==> src/design/rtbck_pkg.sv <==
package rtbck_pkg;

    localparam int TILE        = 16;
    localparam int HALF        = TILE / 2;
    localparam int FRAC_BITS   = 14;
    localparam int STORE_DEPTH = 256;
    localparam int ADDR_W      = 8;
    localparam int DATA_W      = 32;
    localparam int POS_W       = 4;
    localparam int BASE_W      = 10;
    localparam int COORD_OUT_W = 11;
    localparam int COEF_W      = 16;
    localparam int DELTA_W     = 6;
    localparam int PROD_W      = COEF_W + DELTA_W;
    localparam int SUM_W       = 24;
    localparam int COORD_W     = $clog2(TILE);
    localparam int QUEUE_DEPTH = 4;
    localparam int QPTR_W      = $clog2(QUEUE_DEPTH);
    localparam int CFG_IDX_W   = 1;

    localparam logic [DATA_W-1:0]        COLOR_KEY = 32'hFF00_0000;
    localparam logic signed [COEF_W-1:0] COS_RESET = 16'sd16384;
    localparam logic signed [COEF_W-1:0] SIN_RESET = 16'sd0;

    typedef enum logic
    {
        REQ_LOAD   = 1'b0,
        REQ_RENDER = 1'b1
    } req_kind_t;

    typedef enum logic [CFG_IDX_W-1:0]
    {
        CFG_ROTATION_COS = 1'b0,
        CFG_ROTATION_SIN = 1'b1
    } cfg_index_t;

    typedef struct packed
    {
        logic                       is_load;
        logic [ADDR_W-1:0]          load_index;
        logic [DATA_W-1:0]          texel;
        logic signed [PROD_W-1:0]   cos_di;
        logic signed [PROD_W-1:0]   sin_dj;
        logic signed [PROD_W-1:0]   sin_di;
        logic signed [PROD_W-1:0]   cos_dj;
        logic [COORD_OUT_W-1:0]     out_x;
        logic [COORD_OUT_W-1:0]     out_y;
    } entry_t;

    typedef struct packed
    {
        logic full;
        logic empty;
    } queue_status_t;

endpackage

==> src/design/rtbck_req_if.sv <==
interface rtbck_req_if
    import rtbck_pkg::*;
();
    logic              valid;
    logic              ready;
    logic              req_type;
    logic [ADDR_W-1:0] load_index;
    logic [DATA_W-1:0] texel_value;
    logic [POS_W-1:0]  pos_i;
    logic [POS_W-1:0]  pos_j;
    logic [BASE_W-1:0] base_x;
    logic [BASE_W-1:0] base_y;

    modport source
    (
        output valid, req_type, load_index, texel_value, pos_i, pos_j, base_x, base_y,
        input  ready
    );

    modport sink
    (
        input  valid, req_type, load_index, texel_value, pos_i, pos_j, base_x, base_y,
        output ready
    );
endinterface

==> src/design/rtbck_front.sv <==
module rtbck_front
    import rtbck_pkg::*;
(
    rtbck_req_if.sink                   req,
    input  logic signed [COEF_W-1:0]    rotation_cos,
    input  logic signed [COEF_W-1:0]    rotation_sin,
    input  queue_status_t               status,
    output logic                        push,
    output entry_t                      entry
);

    logic signed [DELTA_W-1:0] di;
    logic signed [DELTA_W-1:0] dj;

    assign req.ready = !status.full;
    assign push      = req.valid && !status.full;

    always_comb
    begin
        di = $signed(DELTA_W'(req.pos_i)) - $signed(DELTA_W'(HALF));
        dj = $signed(DELTA_W'(req.pos_j)) - $signed(DELTA_W'(HALF));

        entry.is_load    = (req.req_type == REQ_LOAD);
        entry.load_index = req.load_index;
        entry.texel      = req.texel_value;
        entry.cos_di     = PROD_W'(rotation_cos) * PROD_W'(di);
        entry.sin_dj     = PROD_W'(rotation_sin) * PROD_W'(dj);
        entry.sin_di     = PROD_W'(rotation_sin) * PROD_W'(di);
        entry.cos_dj     = PROD_W'(rotation_cos) * PROD_W'(dj);
        entry.out_x      = COORD_OUT_W'(req.base_x) + COORD_OUT_W'(req.pos_i);
        entry.out_y      = COORD_OUT_W'(req.base_y) + COORD_OUT_W'(req.pos_j);
    end

endmodule

==> src/flat_wrapper.sv <==
// flat-port wrapper written by rule: the top's interface ports become plain ports
module rtbck_front_flat import rtbck_pkg::*;
  (rotation_cos, rotation_sin, status, push, entry, req_valid, req_req_type, req_load_index, req_texel_value, req_pos_i, req_pos_j, req_base_x, req_base_y, req_ready);
  rtbck_req_if req_i ();
  input  logic signed [COEF_W-1:0] rotation_cos;
  input  logic signed [COEF_W-1:0] rotation_sin;
  input  queue_status_t status;
  output logic push;
  output entry_t entry;
  input wire logic [$bits(req_i.valid)-1:0] req_valid;
  input wire logic [$bits(req_i.req_type)-1:0] req_req_type;
  input wire logic [$bits(req_i.load_index)-1:0] req_load_index;
  input wire logic [$bits(req_i.texel_value)-1:0] req_texel_value;
  input wire logic [$bits(req_i.pos_i)-1:0] req_pos_i;
  input wire logic [$bits(req_i.pos_j)-1:0] req_pos_j;
  input wire logic [$bits(req_i.base_x)-1:0] req_base_x;
  input wire logic [$bits(req_i.base_y)-1:0] req_base_y;
  output wire logic [$bits(req_i.ready)-1:0] req_ready;
  assign req_i.valid = req_valid;
  assign req_i.req_type = req_req_type;
  assign req_i.load_index = req_load_index;
  assign req_i.texel_value = req_texel_value;
  assign req_i.pos_i = req_pos_i;
  assign req_i.pos_j = req_pos_j;
  assign req_i.base_x = req_base_x;
  assign req_i.base_y = req_base_y;
  assign req_ready = req_i.ready;
  rtbck_front u_core (.req(req_i), .rotation_cos(rotation_cos), .rotation_sin(rotation_sin), .status(status), .push(push), .entry(entry));
endmodule
==> config.mk <==
export PLATFORM = sky130hd
export DESIGN_NAME = rtbck_front_flat
export DESIGN_NICKNAME = d
export VERILOG_FILES = /design/src/design/rtbck_pkg.sv /design/src/design/rtbck_req_if.sv /design/src/design/rtbck_front.sv /design/src/flat_wrapper.sv
export SDC_FILE = /design/constraint.sdc
export NUM_CORES = 1
export LEC_CHECK = 0
export ABC_AREA = 1
export BUFFER_PORTS_ARGS = -buffer_cell sky130_fd_sc_hd__buf_2
export CAP_MARGIN = 20
export CORE_ASPECT_RATIO = 0.6
export CORE_MARGIN = 4
export CORE_UTILIZATION = 60
export DETAILED_ROUTE_END_ITERATION = 8
export GPL_TIMING_DRIVEN = 0
export PLACE_DENSITY_LB_ADDON = 0.05
export SYNTH_ARGS = -nofsm -noshare
export SYNTH_HDL_FRONTEND = slang
export SYNTH_SLANG_ARGS = --single-unit
export TNS_END_PERCENT = 100
==> constraint.sdc <==
create_clock -name vclk -period 12.5
set_clock_uncertainty 0.1 [all_clocks]
set_input_delay 2.5 -clock vclk [all_inputs]
set_output_delay 2.5 -clock vclk [all_outputs]
set_load 0.02 [all_outputs]
[Word level (Yosys, flattened, before mapping)]
Index checks and enable logic that the tools add are counted.
Operators by class
  bitwise gates (word level): 1
  add/subtract/negate cells: 4
  $mul: 4
  reduce and logical (&&, ||, !) cells: 2
Operators by type and width (count)
  16-bit by 5-bit multiplier with 21-bit output: 4
  10-bit by 4-bit adder with 11-bit output: 2
  4-bit by 4-bit subtractor with 5-bit output, second input constant: 2
  1-bit logical AND: 1
  1-bit logical NOT: 1
  1-bit NOT: 1
Word-level totals
  bits in registers: 0
  output and inout bits: 153
  input port bits: 104
  logic and storage cells: 11

[Longest topological paths before layout]
  word-level depth: 2
  gate-level depth with buffers: 22
  gate-level depth less buffers: 19

[Worst setup path after synthesis]
Ideal clock, no wire load.
  kind: input -> output
  start: input req_pos_j[3]
  end: output entry[43] (netlist bit)
  cell stages on the path: 17
  path slack: 3.939 ns
  path buffers: 4
  data arrival time: 5.961 ns
  required time: 9.900 ns
  cell sequence: clkbuf_1 -> buf_2 -> buf_2 -> nor2_1 -> fa_1 -> fa_1 -> inv_1 -> fa_1 -> inv_1 -> ha_1 -> a21oi_1 -> o21ai_0 -> a21oi_1 -> nand2_1 -> nand2_1 -> nand2_1 -> buf_4
RTL lines
  start, declared: RTL line flat_wrapper.sv:15  | input wire logic [$bits(req_i.pos_j)-1:0] req_pos_j;
  end, declared: RTL line flat_wrapper.sv:9  | output entry_t entry;

==> metrics.md <==
| Metric | Value |
|---|---|
| Routed WL per cell | `13.6 um` |
| Cts hold-fix bufs | `0` |
| Layout clock buffers | `0` |
| IO Port Bufs | `186` |
| Crit Path Category | `primary input to primary output` |
| Ports | `257` |
| Top cell type's share of synthesized area | `0.307` |
| Syn avg cell area | `6.37 um^2` |
| Hold Crit Class | `primary input to primary output` |
| Largest family of logic cells by synthesized area | `adder cells` |
| CP Data Arrival Time | `6.65 ns` |
| RSZ-0062 raised after global routing | `false` |
| Initial detailed-routing violation count | `819` |
| Mux cell area share after synthesis | `0` |
| Tot Pwr | `1.95 mW` |
| DP HPWL | `31800 um` |
| Maximum fanout along the worst path | `10` |
| Cell count after synthesis | `2112` |
| Maximum vdd drop | `0.149 mV` |
| Final slew viol count | `0` |
| Layout cells sized above 1 | `0.110` |
| Least-Margin Pin Slew | `0.737 ns` |
| Leak | `10.0 nW` |
| Die X | `201 um` |
| Power Density | `132 nW/um^2` |
| Post-CTS setup buffer count | `0` |
| TNS Setup | `0 ns` |
| Post-synthesis compound-gate area fraction | `0.0470` |
| Post-Syn Nets | `2574` |
| DRC violations left | `0` |
| Die area | `25000 um^2` |
| # setup viols final | `0` |
| Distinct cells, synth | `25` |
| Die Span Y | `124 um` |
| GRT overflow | `0` |
| Nets | `2762` |
| Post-synthesis xor/xnor area fraction | `0.0397` |
| Tot GR Track Use | `0.282` |
| Worst Path Buf+Inv | `8` |
| Max-Cap Viols | `0` |
| Hold Path Stages | `2` |
| Synthesized cell area | `13400 um^2` |
| Area leader, netlist | `fa_1` |
| Initial antenna violation count | `1` |
| Ys Warns | `0` |
| Fmax | `108 MHz` |
| Most frequent cells in the layout | `inv_1, nand2_1, fa_1` |
| Critical Path Stages | `19` |
| CTS resizes | `0` |
| Largest net degree at the start of global routing | `12` |
| Simple-gate share of the synthesized area | `0.233` |
| Max incr delay on CP | `0.58 ns` |
| Final WL | `35200 um` |
| CP Launch Type | `primary input` |
| Fin crit share | `0.740` |
| Final Critical Period | `9.25 ns` |
| Initial Util | `0.611` |
| Core box area | `22000 um^2` |
| Status | `finished clean` |
| Flip-flop and latch area | `0 um^2` |
| Final hold violation count | `0` |
| Slew Limit Headroom | `0.509` |
| Top cells by area, synth | `fa_1, inv_1, nand2_1` |
| First-pass DRT Iterations | `5` |
| Critical path's slowest cell | `fa_1` |
| Critical path cell sequence | `buf_2 -> clkbuf_1 -> buf_2 -> buf_2 -> nor2_1 -> fa_1 -> fa_1 -> inv_1 -> fa_1 -> inv_1 -> ha_1 -> a21oi_1 -> o21ai_0 -> a21oi_1 -> nand2_1 -> nand2_1 -> nand2_1 -> buf_4 -> buf_2` |
| DR vias | `12.6k` |
| Post-route ant nets | `0` |
| Vias in the first global route | `12.1k` |
| FP Rows | `42` |
| Leading cell type in the layout, fill and taps excluded | `inv_1` |
| Global-route wire length before repair | `58700 um` |
| Num sequential | `0` |
| Delay-heaviest family, CP | `adder cells` |
| Fraction of the yosys area taken by sequential cells | `0` |
| CP dominant cell by count | `buf_2` |
| Post-synthesis adder-cell area fraction | `0.448` |
| CP Data Required Time | `9.90 ns` |
| Vias per cell | `4.86` |
| Gp weighted congestion | `0.925` |
| Area growth from synthesis to layout | `9.60%` |
| CP Capture Type | `primary output` |
[metal layers]
layer	up-vias	global-route usage	wire length (um)	share of wire
met5	-	0	0	0
met4	0	0.0294	469	0.013
met3	27	0.0546	3930	0.11
met2	544	0.419	14100	0.40
met1	5680	0.441	16800	0.48
li1	6310	-	-	-
[logic make-up (layout without fill, tap and decap cells)]
family          count (synthesis)  count (layout)
compound gates                118             118
fa+ha+maj                     358             358
simple gates                  790             790
other cells                     0               1
xor+xnor                       61              61
buf+inv                       785             971
[cell type report]
class              instances  area, um^2
multi-input cells       1327       10300
repair buffers           186         931
well taps                286         358
diodes                     1        2.50
inverters                677        2540
fillers                 2040        7280
plain buffers            108         582
[synthesized netlist by cell type]
master	n
nand2_1	536
xor2_1	40
a21oi_1	77
nor2_1	164
inv_1	677
clkbuf_1	51
o21bai_1	4
nand4_1	2
nand3_2	5
buf_4	44
fa_1	206
nand2_2	3
nand3b_1	3
buf_2	4
buf_1	4
nor3_1	10
and2_1	7
clkbuf_2	5
xnor2_1	21
ha_1	152
nor4b_1	2
nand3_1	58
o21ai_2	5
o21ai_0	27
a21o_1	5
[worst paths after layout]
check | slack (ns) | end | startpoint
worst max-delay path | 3.25 | entry[43] | req_pos_j[3]
worst min-delay path | 5.12 | entry[138] | req_texel_value[28]
[where the power goes]
part / switching (mW) / total, mW / internal, mW
clock: 0 / 0.0000000107 / 0.0000000107
sequential: 0 / 0 / 0
combinational: 1.26 / 1.95 / 0.687
total: 1.26 / 1.95 / 0.687
[per-stage QoR]
step / instances / cell area (um^2) / utilization / setup slack (ns) / hold slack (ns)
floorplan: 2112 / 13400 / - / 3.94 / 4.98
global placement: 2584 / 14700 / 0.669 / 3.35 / 5.12
detailed placement: 2584 / 14700 / 0.669 / 3.32 / 5.12
CTS: 2584 / 14700 / 0.669 / 3.30 / 5.12
global route: 2585 / 14700 / 0.669 / 2.97 / 5.12
finish: 2585 / 14700 / 0.669 / 3.25 / 5.12
No activity file was read; power rests on OpenSTA's default activity.
