--- config.mk ---
export PLATFORM = sky130hd
export DESIGN_NAME = rtbck_queue
export DESIGN_NICKNAME = d
export VERILOG_FILES = /design/src/design/rtbck_pkg.sv /design/src/design/rtbck_queue.sv
export SDC_FILE = /design/constraint.sdc
export NUM_CORES = 1
export LEC_CHECK = 0
export ABC_AREA = 0
export BUFFER_PORTS_ARGS = -buffer_cell sky130_fd_sc_hd__buf_2
export CELL_PAD_IN_SITES_DETAIL_PLACEMENT = 1
export CELL_PAD_IN_SITES_GLOBAL_PLACEMENT = 2
export CORE_MARGIN = 2
export CORE_UTILIZATION = 45
export CTS_CLUSTER_DIAMETER = 150
export CTS_CLUSTER_SIZE = 24
export DETAILED_ROUTE_END_ITERATION = 8
export PLACE_DENSITY = 0.76
export SLEW_MARGIN = 20
export SYNTH_ARGS = -nofsm -noshare
export SYNTH_HDL_FRONTEND = slang
export SYNTH_SLANG_ARGS = --single-unit
--- constraint.sdc ---
create_clock -name clk -period 5.5 [get_ports clk]
set_input_delay 0.825 -clock clk [delete_from_list [all_inputs] [get_ports clk]]
set_output_delay 0.825 -clock clk [all_outputs]
set_load 0.02 [all_outputs]
--- src/design/rtbck_pkg.sv ---
package rtbck_pkg;

    localparam int TILE        = 16;
    localparam int HALF        = TILE / 2;
    localparam int FRAC_BITS   = 14;
    localparam int STORE_DEPTH = 256;
    localparam int ADDR_W      = 8;
    localparam int DATA_W      = 32;
    localparam int POS_W       = 4;
    localparam int BASE_W      = 10;
    localparam int COORD_OUT_W = 11;
    localparam int COEF_W      = 16;
    localparam int DELTA_W     = 6;
    localparam int PROD_W      = COEF_W + DELTA_W;
    localparam int SUM_W       = 24;
    localparam int COORD_W     = $clog2(TILE);
    localparam int QUEUE_DEPTH = 4;
    localparam int QPTR_W      = $clog2(QUEUE_DEPTH);
    localparam int CFG_IDX_W   = 1;

    localparam logic [DATA_W-1:0]        COLOR_KEY = 32'hFF00_0000;
    localparam logic signed [COEF_W-1:0] COS_RESET = 16'sd16384;
    localparam logic signed [COEF_W-1:0] SIN_RESET = 16'sd0;

    typedef enum logic
    {
        REQ_LOAD   = 1'b0,
        REQ_RENDER = 1'b1
    } req_kind_t;

    typedef enum logic [CFG_IDX_W-1:0]
    {
        CFG_ROTATION_COS = 1'b0,
        CFG_ROTATION_SIN = 1'b1
    } cfg_index_t;

    typedef struct packed
    {
        logic                       is_load;
        logic [ADDR_W-1:0]          load_index;
        logic [DATA_W-1:0]          texel;
        logic signed [PROD_W-1:0]   cos_di;
        logic signed [PROD_W-1:0]   sin_dj;
        logic signed [PROD_W-1:0]   sin_di;
        logic signed [PROD_W-1:0]   cos_dj;
        logic [COORD_OUT_W-1:0]     out_x;
        logic [COORD_OUT_W-1:0]     out_y;
    } entry_t;

    typedef struct packed
    {
        logic full;
        logic empty;
    } queue_status_t;

endpackage

--- src/design/rtbck_queue.sv ---
module rtbck_queue
    import rtbck_pkg::*;
(
    input  logic            clk,
    input  logic            rst_n,
    input  logic            push,
    input  entry_t          push_entry,
    input  logic            pop,
    output entry_t          head,
    output queue_status_t   status
);

    entry_t              entries_reg [QUEUE_DEPTH];
    logic [QPTR_W-1:0]   wr_ptr_reg;
    logic [QPTR_W-1:0]   rd_ptr_reg;
    logic [QPTR_W:0]     count_reg;
    logic [QPTR_W:0]     count_next;
    logic                do_push;
    logic                do_pop;

    assign status.full  = (count_reg == (QPTR_W + 1)'(QUEUE_DEPTH));
    assign status.empty = (count_reg == '0);
    assign do_push      = push && !status.full;
    assign do_pop       = pop && !status.empty;
    assign head         = entries_reg[rd_ptr_reg];

    always_comb
    begin
        count_next = count_reg;
        if (do_push && !do_pop)
        begin
            count_next = count_reg + 1'b1;
        end
        else if (do_pop && !do_push)
        begin
            count_next = count_reg - 1'b1;
        end
    end

    always_ff @(posedge clk or negedge rst_n)
    begin
        if (!rst_n)
        begin
            wr_ptr_reg <= '0;
            rd_ptr_reg <= '0;
            count_reg  <= '0;
        end
        else
        begin
            if (do_push)
            begin
                wr_ptr_reg <= wr_ptr_reg + 1'b1;
            end
            if (do_pop)
            begin
                rd_ptr_reg <= rd_ptr_reg + 1'b1;
            end
            count_reg <= count_next;
        end
    end

    always_ff @(posedge clk)
    begin
        if (do_push)
        begin
            entries_reg[wr_ptr_reg] <= push_entry;
        end
    end

endmodule

# Yosys cells after proc, flatten, opt, wreduce, memory -nomap -nowiden
# Memories as Yosys holds them, arrays and structs flattened.
# Index checks and enable logic that the tools add are counted.
dict set report op_classes {
  addsub 4
  eq_ne 1
  muxes 4
  reduce_logical 10
}
# op count
set ops {}
lappend ops {{$mux W3} 2}
lappend ops {{$add A2 B1 Y2 const B} 2}
lappend ops {{$logic_and A1 B1 Y1} 4}
lappend ops {{$logic_not A1 Y1} 4}
lappend ops {{$add A3 B1 Y3 const B} 1}
lappend ops {{$eq A3 B3 Y1 const B} 1}
lappend ops {{$logic_not A3 Y1} 1}
lappend ops {{$sub A3 B1 Y3 const B} 1}
lappend ops {{$mux W1} 2}
lappend ops {{$reduce_bool A2 Y1} 1}
dict set report totals {
  register_bits 7
  ram_bits 604
  input_bits 155
  memories 1
}
# name words width rd rd_ports_with_merged_regs write_ports line_no
set mem_list {}
lappend mem_list {entries_reg 4 151 1 0 1 rtbck_queue.sv:13} ;# entry_t entries_reg [QUEUE_DEPTH];

# Logic depth before layout (Yosys ltp)
# Gate-level depths: netlist (run 1).
dict set report depth {
  word_depth 7
  depth_mapped 9
}

# Worst setup path before layout (run 1)
# No wires, ideal clock.
dict set report synth_timing {
  kind {input to register}
  from {in push}
  to {mem entries_reg[0][0] (netlist name), enable pin}
  setup_time_ns 0.529
  t_arrival_ns 4.562
  setup_slack_ns 0.409
  stages 3
  n_path_buf 1
  path_cell_list {nor2b_1 > buf_2 > and2_1}
}
dict set report synth_via {
  elab_chain_len 3
}
# item line_no
set synth_lines {}
lappend synth_lines {{start: declaration} rtbck_queue.sv:6} ;# input logic push,
lappend synth_lines {{$logic_and A1 B1 Y1} rtbck_queue.sv:23} ;# assign do_push = push && !status.full;
lappend synth_lines {{net do_push} rtbck_queue.sv:18} ;# logic do_push;
lappend synth_lines {{$mux W1} rtbck_queue.sv:64} ;# if (do_push)
lappend synth_lines {{$mux W1 (implied by the code)} rtbck_queue.sv:66} ;# entries_reg[wr_ptr_reg] <= push_entry;
lappend synth_lines {{end: declaration} rtbck_queue.sv:13}
# The timed path passes the listed nets, and every way through them passes these cells.

==> out/results.txt, run 1 <==
Worst EP required - 4.68 ns
Synth Area in Simple Gates - 0.00260
Switch Pwr - 4450 uW
Htree depth - 1
Hold Buf Count CTS - 0
Minimum clock period - 3.76 ns
Fillers - 4,258
Critical Path Fanout Max - 42
All-Layer GR Usage - 0.171
# nets final - 1,301
Post-synthesis mux area share - 0.154
Largest net degree at the start of global routing - 152
Worst-Skew Late Latency - 0.60 ns
Yosys top cell area share - 0.818
Synth Area in Compound Gates - 0
Clock Path Buffers - 3
Final setup viols - 0
Pre-antenna DRT Iters - 6
Fin. max-slew vios - 0
Number of synthesized register bits - 611
Sequential area share after synthesis - 0.826
PortBufs - 307
Vias/cell - 5.26
IO Pins - 308
Vias post-DR - 9,623
Initial Utilization - 0.455
Sw Share - 0.331
Cts repair resizes - 0
HP Class - in -> async
Yosys top cell by area - edfxtp_1
RSZ-0062 raised after global routing - no
Share of cells above drive strength 1 - 0.437
Gpl congestion - 0.695
Non-filler cells, final - 1,831
Vias in the first global route - 10.4k
Multi-input logic area - 3630 sq um
Slowest CP cell - dfrtp_4
Worst vdd ir - 326 uV
Post-synthesis net count - 986
Rows - 81
Clock power frac - 0.175
WS Path Type - reg -> out
Crit end category - output pin
Detailed Route Iter0 Violations - 619
Die Span Y - 226 um
First-pass GRT wire length - 65.2 mm
Core Region - 48,700 sq um
HPWL Detailed - 26.4 mm
Commonest non-fill, non-tap cells in the layout - 604 x edfxtp_1, 307 x buf_2, 151 x mux4_2, 29 x clkbuf_16, 23 x clkbuf_1
Max cap viols - 0
Clock buffer count from CTS - 29
Lkg Pwr - 0.00839 uW
Final Util - 0.520
Routed Antenna Nets - 0
TritonCTS clock tree - yes
Reg clk slew, reported paths - 0.09 ns
Hold Slack - 0.0561 ns
WL per Instance - 23.7 um
Die W - 226 um
Tightest Pin Transition - 1.01 ns
CP Cell Sequence - buf_4, mux4_2, buf_2
Root Driver - clkbuf_16
Synth-to-Final Area Change - 14.4%
Final Hold Vio Count - 0
Synthesized instance count - 825
Post-Place Cells - 1,773
Post-Synth Adder-Cell Area - 0.00372
Flop pwr share - 0.484
Setup TNS - 0 ns
Comb pwr share - 0.340
Relative slew margins - 0.327
Status - finished clean
Yosys Warn Count - 0
GRT overflow - 0
Largest stage delay, worst path - 0.99 ns
Main combinational cell family by area after synthesis - multiplexers
PwrDens - 530 nW/um^2
FMAX - 266 MHz
Commonest non-fill, non-tap cell in the layout - edfxtp_1
Fin crit share - 0.684
Postcts setup bufs - 0
Initial antenna violation count - 13
Die area - 51,100 sq um
Internal - 8990 uW
FF+latch area - 18,300 sq um
Largest cells by area after synthesis - edfxtp_1 82%, mux4_2 15%, dfrtp_1 0.79%
Mapped Area - 22,200 sq um
CP Data Arrival Time - 2.94 ns
CTS Sinks - 611
Overall routed net length - 43.3 mm
DRC Markers - 0
Post-synthesis xor/xnor area fraction - 0.00237
Max FFs per register - 604
Setup Skew - 0.0212 ns
Distinct cells, synth - 20
Avg Synthesized Cell Area - 26.9 sq um
Startpoint types - flop
[worst max-delay path, delay by kind of cell (launching register included)]
kind | cells | cell delay, ns
flip-flops | 1 | 0.99
multiplexers | 1 | 0.57
buffers and inverters | 2 | 0.71
[cell families after synthesis]
| logic type | Yosys count |
|---|---|
| DFF | 611 |
| muxes | 153 |
| buffers and inverters | 39 |
| and+or+nand+nor | 10 |
| xor gates and xnor gates | 6 |
| adders and majority gates | 6 |
[final timing paths]
kind                                  from                   to  slack, ns  cells after the start
hold / removal                       rst_n        wr_ptr_reg[1]       0.06                      1
setup / recovery             rd_ptr_reg[0]             head[44]       1.74                      3
max in group asynchronous            rst_n        rd_ptr_reg[0]       5.24                      1
hold reg to reg               count_reg[2]         count_reg[2]       0.49                      1
min in group clk           push_entry[143]  entries_reg[2][143]       0.44                      1
setup reg to reg              count_reg[2]  entries_reg[0][100]       2.76                      4
[routing by layer]
metal,global-route usage,vias to the layer above,share of wire
met5,0,-,0.0024
met4,0.0412,16,0.024
li1,-,4179,-
met2,0.274,246,0.49
met3,0.0498,66,0.073
met1,0.233,5116,0.41
[Yosys cell counts (all sizes together)]
library cell    n
edfxtp        604
mux4          151
buf            29
dfrtp           7
clkbuf          6
ha              5
and2            4
inv             4
xnor2           4
mux2            2
xor2            2
fa              1
nand2           1
nand3           1
nor2            1
nor2b           1
nor3b           1
or3             1
[layout make-up]
class                           count  share of cell area
Timing Repair Buffer              319              0.0681
Tap cell                          664              0.0328
Clock buffer                       52              0.0320
Multi-Input combinational cell    175               0.143
Inverter                            4            0.000592
Sequential cell                   611               0.722
Antenna cell                        5            0.000493
Clock inverter                      1            0.000641
[power by group through the flow]
stage | clock network [uW] | logic [uW] | registers, uW
after global routing | 2570 | 4890 | 6610
after floorplan | 0 | 3320 | 6510
after global placement | 0 | 4680 | 6580
after CTS | 2430 | 4710 | 6540
after detailed placement | 0 | 4690 | 6640
final | 2360 | 4570 | 6510
[metrics by stage]
step                      power, uW  worst slack (ns)  instance area [sq um]
after detailed placement      11300              2.29                  24500
final                         13400              1.74                  25400
after CTS                     13700              1.60                  25300
after global routing          14100              1.49                  25400
after global placement        11300              2.28                  24500
after floorplan                9830             0.409                  22200
No activity file was read; power rests on OpenSTA's default activity.
==> inputs of run 2 (changes only) <==
Settings changed: ABC_AREA 0 to 1, CORE_UTILIZATION 45 to 40.
Clock period 5.5 ns to 3.9 ns, I/O delays scaled along.
==> run 2 against run 1 <==
Against the previous run: flip-flop and latch count unchanged; largest cell class unchanged; synthesized area up 11%; via count grew 51%; sequential share of layout area shrank 6.3 points; worst setup slack worse by 1.0 ns; combinational power rose by 88%; first-iteration DRC count increased by 27%; hold slack better by 0.13 ns; clock power increased by 40%.
==> out/results.txt, run 2 <==
Status - finished clean (unchanged)
Number of synthesized register bits - 611 (unchanged)
Count leader, synth - edfxtp_1 (unchanged)
Fin. max-slew vios - 0 (unchanged)
Worst setup path end - head[1] (was head[44])
Commonest register cell after synthesis - edfxtp_1 (unchanged)
Mapped Area - 24,700 sq um (was 22,200 sq um)
Avg Synthesized Cell Area - 13.5 sq um (was 26.9 sq um)
Core Region - 61,400 sq um (was 48,700 sq um)
GRT overflow - 0 (unchanged)
Sw Share - 0.402 (was 0.331)
Async set-reset flop share out of synthesis - 0.0115 (unchanged)
Die area - 63,600 sq um (was 51,100 sq um)
WL per Instance - 19.2 um (was 23.7 um)
Yosys top cell by area - edfxtp_1 (unchanged)
Commonest non-fill, non-tap cell in the layout - edfxtp_1 (unchanged)
Worst-Skew Late Latency - 0.60 ns (about the same)
Final Hold Vio Count - 0 (unchanged)
Vias in the first global route - 15.0k (was 10.4k)
Fin crit share - 0.811
CTS Sinks - 611 (unchanged)
Slowest CP cell - buf_4 (was dfrtp_4)
Clock buffer count from CTS - 29 (unchanged)
Fin area - 27,800 sq um (was 25,400 sq um)
Comb pwr share - 0.413 (was 0.340)
Worst EP required - 3.31 ns (was 4.68 ns)
Lkg Pwr - 0.0110 uW (was 0.00839 uW)
TritonCTS clock tree - yes (unchanged)
Post-Place Cells - 2,850 (was 1,773)
Clock Path Buffers - 3 (unchanged)
Synth cell count leaders - 604 x edfxtp_1, 470 x nand2_1, 318 x inv_1, 252 x o211ai_1, 50 x o211ai_2 (was 604 x edfxtp_1, 151 x mux4_2, 19 x buf_2, 9 x buf_6, 7 x dfrtp_1)
Yosys Warn Count - 0 (unchanged)
Initial Utilization - 0.402 (was 0.455)
Final Util - 0.452 (was 0.520)
Internal - 12,400 uW (was 8990 uW)
Final setup viols - 0 (unchanged)
CP Data Arrival Time - 2.58 ns (was 2.94 ns)
Reg2reg end - entries_reg[0][113] (was entries_reg[0][100])
Post-synthesis net count - 1,984 (was 986)
RSZ-0062 raised after global routing - no (unchanged)
Clock power frac - 0.159 (was 0.175)
Max cap viols - 0 (unchanged)
HP Class - in -> reg (was in -> async)
CP Cell Sequence - inv_8, buf_4, nand2_1, o211ai_1, nand2_1, buf_2 (was buf_4, mux4_2, buf_2)
Max FFs per register - 604 (unchanged)
Startpoint types - flop (unchanged)
WS Path Type - reg -> out (unchanged)
Htree depth - 1 (unchanged)
Reg2reg path depth - 5 (was 4)
EDFF count, synth - 604 (unchanged)
IO Pins - 308 (unchanged)
First-pass GRT wire length - 85.4 mm (was 65.2 mm)
Hold Path Depth - 1
Sequential area share after synthesis - 0.743 (was 0.826)
Crit path top cell by count - nand2_1
Share of cells above drive strength 1 - 0.202 (was 0.437)
Synth-to-Final Area Change - 12.6% (was 14.4%)
Pre-antenna DRT Iters - 4 (was 6)
Switch Pwr - 8370 uW (was 4450 uW)
Minimum clock period - 3.16 ns
Synthesized instance count - 1,823 (was 825)
Distinct cells, synth - 19 (was 20)
Reg clk slew, reported paths - 0.10 ns (was 0.09 ns)
Initial antenna violation count - 15 (was 13)
All-Layer GR Usage - 0.173 (was 0.171)
FMAX - 316 MHz
Commonest non-fill, non-tap cells in the layout - 604 x edfxtp_1, 470 x nand2_1, 318 x inv_1, 307 x buf_2, 252 x o211ai_1 (was 604 x edfxtp_1, 307 x buf_2, 151 x mux4_2, 29 x clkbuf_16, 23 x clkbuf_1)
PwrDens - 749 nW/um^2 (was 530 nW/um^2)
Crit end category - output pin (unchanged)
Total stage count of the critical path - 6 (was 3)
Cts repair resizes - 0 (unchanged)
Postcts setup bufs - 0 (unchanged)
Critical Path Fanout Max - 100 (was 42)
Critical Path Start - rd_ptr_reg[0] (unchanged)
Gpl congestion - 0.722 (was 0.695)
WP buf/inv - 3 (was 2)
Dpl cell area - 26,900 sq um (was 24,500 sq um)
Routed Antenna Nets - 0 (unchanged)
Largest net degree at the start of global routing - 101 (was 152)
Tightest Pin Transition - 0.962 ns (was 1.01 ns)
Relative slew margins - 0.359 (was 0.327)
Worst path top cell family by delay - buffers and inverters (was flip-flops)
RR Startpoint - count_reg[0] (was count_reg[2])
Rows - 91 (was 81)
DRC Markers - 0 (unchanged)
Detailed Route Iter0 Violations - 788 (was 619)
Vias/cell - 4.99 (was 5.26)
Non-filler cells, final - 2,901 (was 1,831)
Setup Skew - 0.0226 ns (was 0.0212 ns)
HPWL Detailed - 34.0 mm (was 26.4 mm)
Largest stage delay, worst path - 0.52 ns (was 0.99 ns)
PortBufs - 307 (unchanged)
Flop pwr share - 0.428 (was 0.484)
Yosys top cell area share - 0.736 (was 0.818)
Die W - 252 um (was 226 um)
Worst vdd ir - 499 uV (was 326 uV)
Largest cells by area after synthesis - edfxtp_1 74%, o211ai_1 7.7%, nand2_1 7.2% (was edfxtp_1 82%, mux4_2 15%, dfrtp_1 0.79%)
Die Span Y - 252 um (was 226 um)
Root Driver - clkbuf_16 (unchanged)
Overall routed net length - 55.8 mm (was 43.3 mm)
Worst reg2reg setup slack - 1.52 ns (was 2.76 ns)
Vias post-DR - 14.5k (was 9,623)
# nets final - 2,253 (was 1,301)
-- run 2: changes by cell type in the layout (fill, tap and decap cells not counted), moves of 10 or more --
cell and delta:
buf_4 +10, clkbuf_1 -12, inv_1 +314, mux4_2 -151, nand2_1 +469, o211ai_1 +252, o211ai_2 +50
-- run 2: what timing repair did --
action	CTS	global route
hold buffers	1	0
endpoints found under the hold margin	7	0
setup endpoints to repair	0	0
-- run 2: worst reg2reg max path: cells and delay by family (launching register included) --
family | cells | cell delay (ns)
buffers and inverters | 2 | 0.47
DFF | 1 | 0.43
and+or+nand+nor | 3 | 1.09
-- run 2: cell type report --
cell class                 instances  area [sq um]
inverter                         320          1210
fill                            6397         33600
multi-input combinational        792          4460
clock inverter                     1          16.3
tap                              790           988
clock buffer                      40           767
sequential                       611         18300
antenna                            9          22.5
timing repair buffer             338          1970
-- run 2: worst min-delay path by stage --
| stage | from | endpoint | slack (ns) |
|---|---|---|---|
| finish | push_entry[29] | entries_reg[2][29] | 0.19 |
| global route | push_entry[124] | entries_reg[1][124] | 0.16 |
| CTS | push_entry[29] | entries_reg[2][29] | 0.14 |
| detailed placement | rst_n | count_reg[0] | 0.43 |
| global placement | rst_n | count_reg[0] | 0.43 |
| floorplan | rst_n | count_reg[0] | 0.29 |
-- run 2: per-layer routing --
layer / up-vias / global-route usage / wire [um]
li1: 6877 / - / -
met1: 7281 / 0.215 / 23300
met2: 241 / 0.310 / 28500
met3: 74 / 0.0314 / 2510
met4: 12 / 0.0456 / 1300
met5: - / 0 / 87
-- run 2: logic make-up after synthesis --
group                    synth area share
AO/OA/AOI/OAI                       0.102
XOR/XNOR                         0.000355
adder cells (fa/ha/maj)           0.00335
buffers and inverters              0.0774
flip-flops                          0.743
AND/OR/NAND/NOR                    0.0738
-- run 2: stage by stage --
stage	setup WS (ns)	hold slack, ns	power [uW]	setup TNS, ns
floorplan	-1.25	0.289	15100	-756.29
global placement	1.39	0.435	17600	0
detailed placement	1.32	0.435	17900	0
CTS	0.644	0.141	21200	0
global route	0.509	0.156	22100	0
finish	0.735	0.187	20800	0
-- run 2: power groups by stage --
stage | Combinational, uW | Clock, uW | Sequential (uW)
after global routing | 9480 | 3640 | 9010
final | 8590 | 3310 | 8910
after floorplan | 5960 | 0 | 9150
after CTS | 8830 | 3450 | 8920
after global placement | 8630 | 0 | 9000
after detailed placement | 8800 | 0 | 9070
==> inputs of run 3 (changes only) <==
Clock period 3.9 ns to 3.2 ns, I/O delays scaled along.
==> run 3 against run 2 <==
Against the previous run: sequential share of layout area is 0.67 points lower; power is 24% higher; critical path type unchanged; cell count is 0.45% higher; critical endpoint is now head[106]; final area is 1.0% higher; first-iteration DRC count is 5.3% lower; largest power group unchanged.
==> out/results.txt, run 3 (same netlist as run 2, synthesis figures left out) <==
Status - finished clean (unchanged)
CP Data Arrival Time - 2.45 ns (was 2.58 ns)
WS Path Type - reg -> out (unchanged)
Clock Path Buffers - 3 (unchanged)
Non-filler cells, final - 2,914 (was 2,901)
PwrDens - 916 nW/um^2 (was 749 nW/um^2)
Die area - 63,600 sq um (unchanged)
Fillers - 6,351 (was 6,397)
Vias/cell - 4.99 (about the same)
Clock buffer count from CTS - 29 (unchanged)
Htree depth - 1 (unchanged)
Pre-antenna DRT Iters - 4 (unchanged)
Worst-Skew Late Latency - 0.61 ns (was 0.60 ns)
Setup Skew - 0.0203 ns (was 0.0226 ns)
Die W - 252 um (unchanged)
Overall routed net length - 56.9 mm (was 55.8 mm)
Relative slew margins - 0.355 (was 0.359)
IO Pins - 308 (unchanged)
# nets final - 2,268 (was 2,253)
Max FFs per register - 604 (unchanged)
Max cap viols - 0 (unchanged)
Multi-input logic area - 4480 sq um (was 4460 sq um)
Commonest non-fill, non-tap cells in the layout - 604 x edfxtp_1, 469 x nand2_1, 318 x inv_1, 307 x buf_2, 252 x o211ai_1 (was 604 x edfxtp_1, 470 x nand2_1, 318 x inv_1, 307 x buf_2, 252 x o211ai_1)
Synth-to-Final Area Change - 13.7% (was 12.6%)
FMAX - 341 MHz
RSZ-0062 raised after global routing - no (unchanged)
Vias post-DR - 14.6k (was 14.5k)
FF+latch area - 18,300 sq um (unchanged)
First-pass GRT wire length - 87.0 mm (was 85.4 mm)
Fin. max-slew vios - 0 (unchanged)
Startpoint types - flop (unchanged)
Largest net degree at the start of global routing - 153 (was 101)
Fin crit share - 0.917
Final setup viols - 0 (unchanged)
Sw Share - 0.403 (was 0.402)
Initial Utilization - 0.402 (unchanged)
Flop pwr share - 0.422 (was 0.428)
Dpl cell area - 27,200 sq um (was 26,900 sq um)
Post-Place Cells - 2,865 (was 2,850)
Core Region - 61,400 sq um (unchanged)
Lkg Pwr - 0.0111 uW (was 0.0110 uW)
Gpl congestion - 0.730 (was 0.722)
HPWL Detailed - 36.1 mm (was 34.0 mm)
DRC Markers - 0 (unchanged)
Setup TNS - 0 ns (unchanged)
All-Layer GR Usage - 0.177 (was 0.173)
Power Total - 25,700 uW (was 20,800 uW)
GRT overflow - 0 (unchanged)
Switch Pwr - 10,300 uW (was 8370 uW)
Die Span Y - 252 um (unchanged)
Critical Path Fanout Max - 68 (was 100)
Clock power frac - 0.158 (was 0.159)
Worst vdd ir - 560 uV (was 499 uV)
Initial antenna violation count - 14 (was 15)
Worst EP required - 2.72 ns (was 3.31 ns)
Internal - 15,400 uW (was 12,400 uW)
Minimum clock period - 2.93 ns
CTS Sinks - 611 (unchanged)
Crit end category - output pin (unchanged)
PortBufs - 307 (unchanged)
Detailed Route Iter0 Violations - 746 (was 788)
Rows - 91 (unchanged)
Commonest non-fill, non-tap cell in the layout - edfxtp_1 (unchanged)
Fin area - 28,000 sq um (was 27,800 sq um)
HP Class - in -> reg (unchanged)
Share of cells above drive strength 1 - 0.209 (was 0.202)
Hold Slack - 0.0755 ns (was 0.187 ns)
Routed Antenna Nets - 0 (unchanged)
Comb pwr share - 0.419 (was 0.413)
Tightest Pin Transition - 0.968 ns (was 0.962 ns)
TritonCTS clock tree - yes (unchanged)
Reg clk slew, reported paths - 0.10 ns (about the same)
Root Driver - clkbuf_16 (unchanged)
Vias in the first global route - 15.3k (was 15.0k)
Final Hold Vio Count - 0 (unchanged)
WL per Instance - 19.5 um (was 19.2 um)
-- run 3: final cells by class --
type                            count  share of cell area
Inverter                          320              0.0435
Tap cell                          790              0.0352
Clock buffer                       41              0.0275
Timing Repair Buffer              353              0.0797
Clock inverter                      2            0.000892
Antenna cell                        5            0.000446
Sequential cell                   611               0.653
Multi-Input combinational cell    792               0.160
-- run 3: path summary, 6_finish.rpt --
path / endpoint / startpoint / cells after the start / slack, ns
max: head[106] / rd_ptr_reg[0] / 5 / 0.27
min: entries_reg[2][6] / push_entry[6] / 1 / 0.08
max reg2reg: entries_reg[2][13] / count_reg[0] / 5 / 1.10
min reg2reg: count_reg[2] / count_reg[2] / 2 / 0.54
max in group asynchronous: rd_ptr_reg[1] / rst_n / 2 / 2.76
min in group asynchronous: wr_ptr_reg[1] / rst_n / 2 / 0.26
-- run 3: what timing repair did --
item	4_1_cts	5_1_grt
endpoints found under the hold margin	7	0
gates resized for setup	0	1
endpoints found under the setup margin	0	1
hold buffers	1	0
buffers inserted	0	0
-- run 3: power by group through the flow --
| stage | combinational [uW] | clock, uW | sequential [uW] |
|---|---|---|---|
| 3_5_place_dp | 11000 | 0 | 11100 |
| 2_1_floorplan | 7300 | 0 | 11000 |
| 6_report | 10800 | 4070 | 10800 |
| 4_1_cts | 11100 | 4230 | 10900 |
| 3_3_place_gp | 10800 | 0 | 11000 |
| 5_1_grt | 11900 | 4440 | 11000 |
-- run 3: critical path: stages, from the launching register on --
cell and delay (ns):
dfrtp_1 0.50, clkinv_8 0.34, buf_4 0.39, o211ai_1 0.33
nand2_1 0.08, buf_2 0.17
-- run 3: per-layer routing --
| layer | vias up | GRT usage | share of wire |
|---|---|---|---|
| met1 | 7353 | 0.214 | 0.41 |
| met5 | - | 0 | 0.0023 |
| met3 | 71 | 0.0381 | 0.048 |
| li1 | 6904 | - | - |
| met2 | 202 | 0.325 | 0.52 |
| met4 | 20 | 0.0331 | 0.018 |
-- run 3: stage by stage --
stage / utilization / setup slack (ns)
global route: 0.457 / 0.0754
floorplan: - / -0.152
CTS: 0.457 / 0.106
detailed placement: 0.444 / 0.807
global placement: 0.444 / 0.839
finish: 0.457 / 0.267
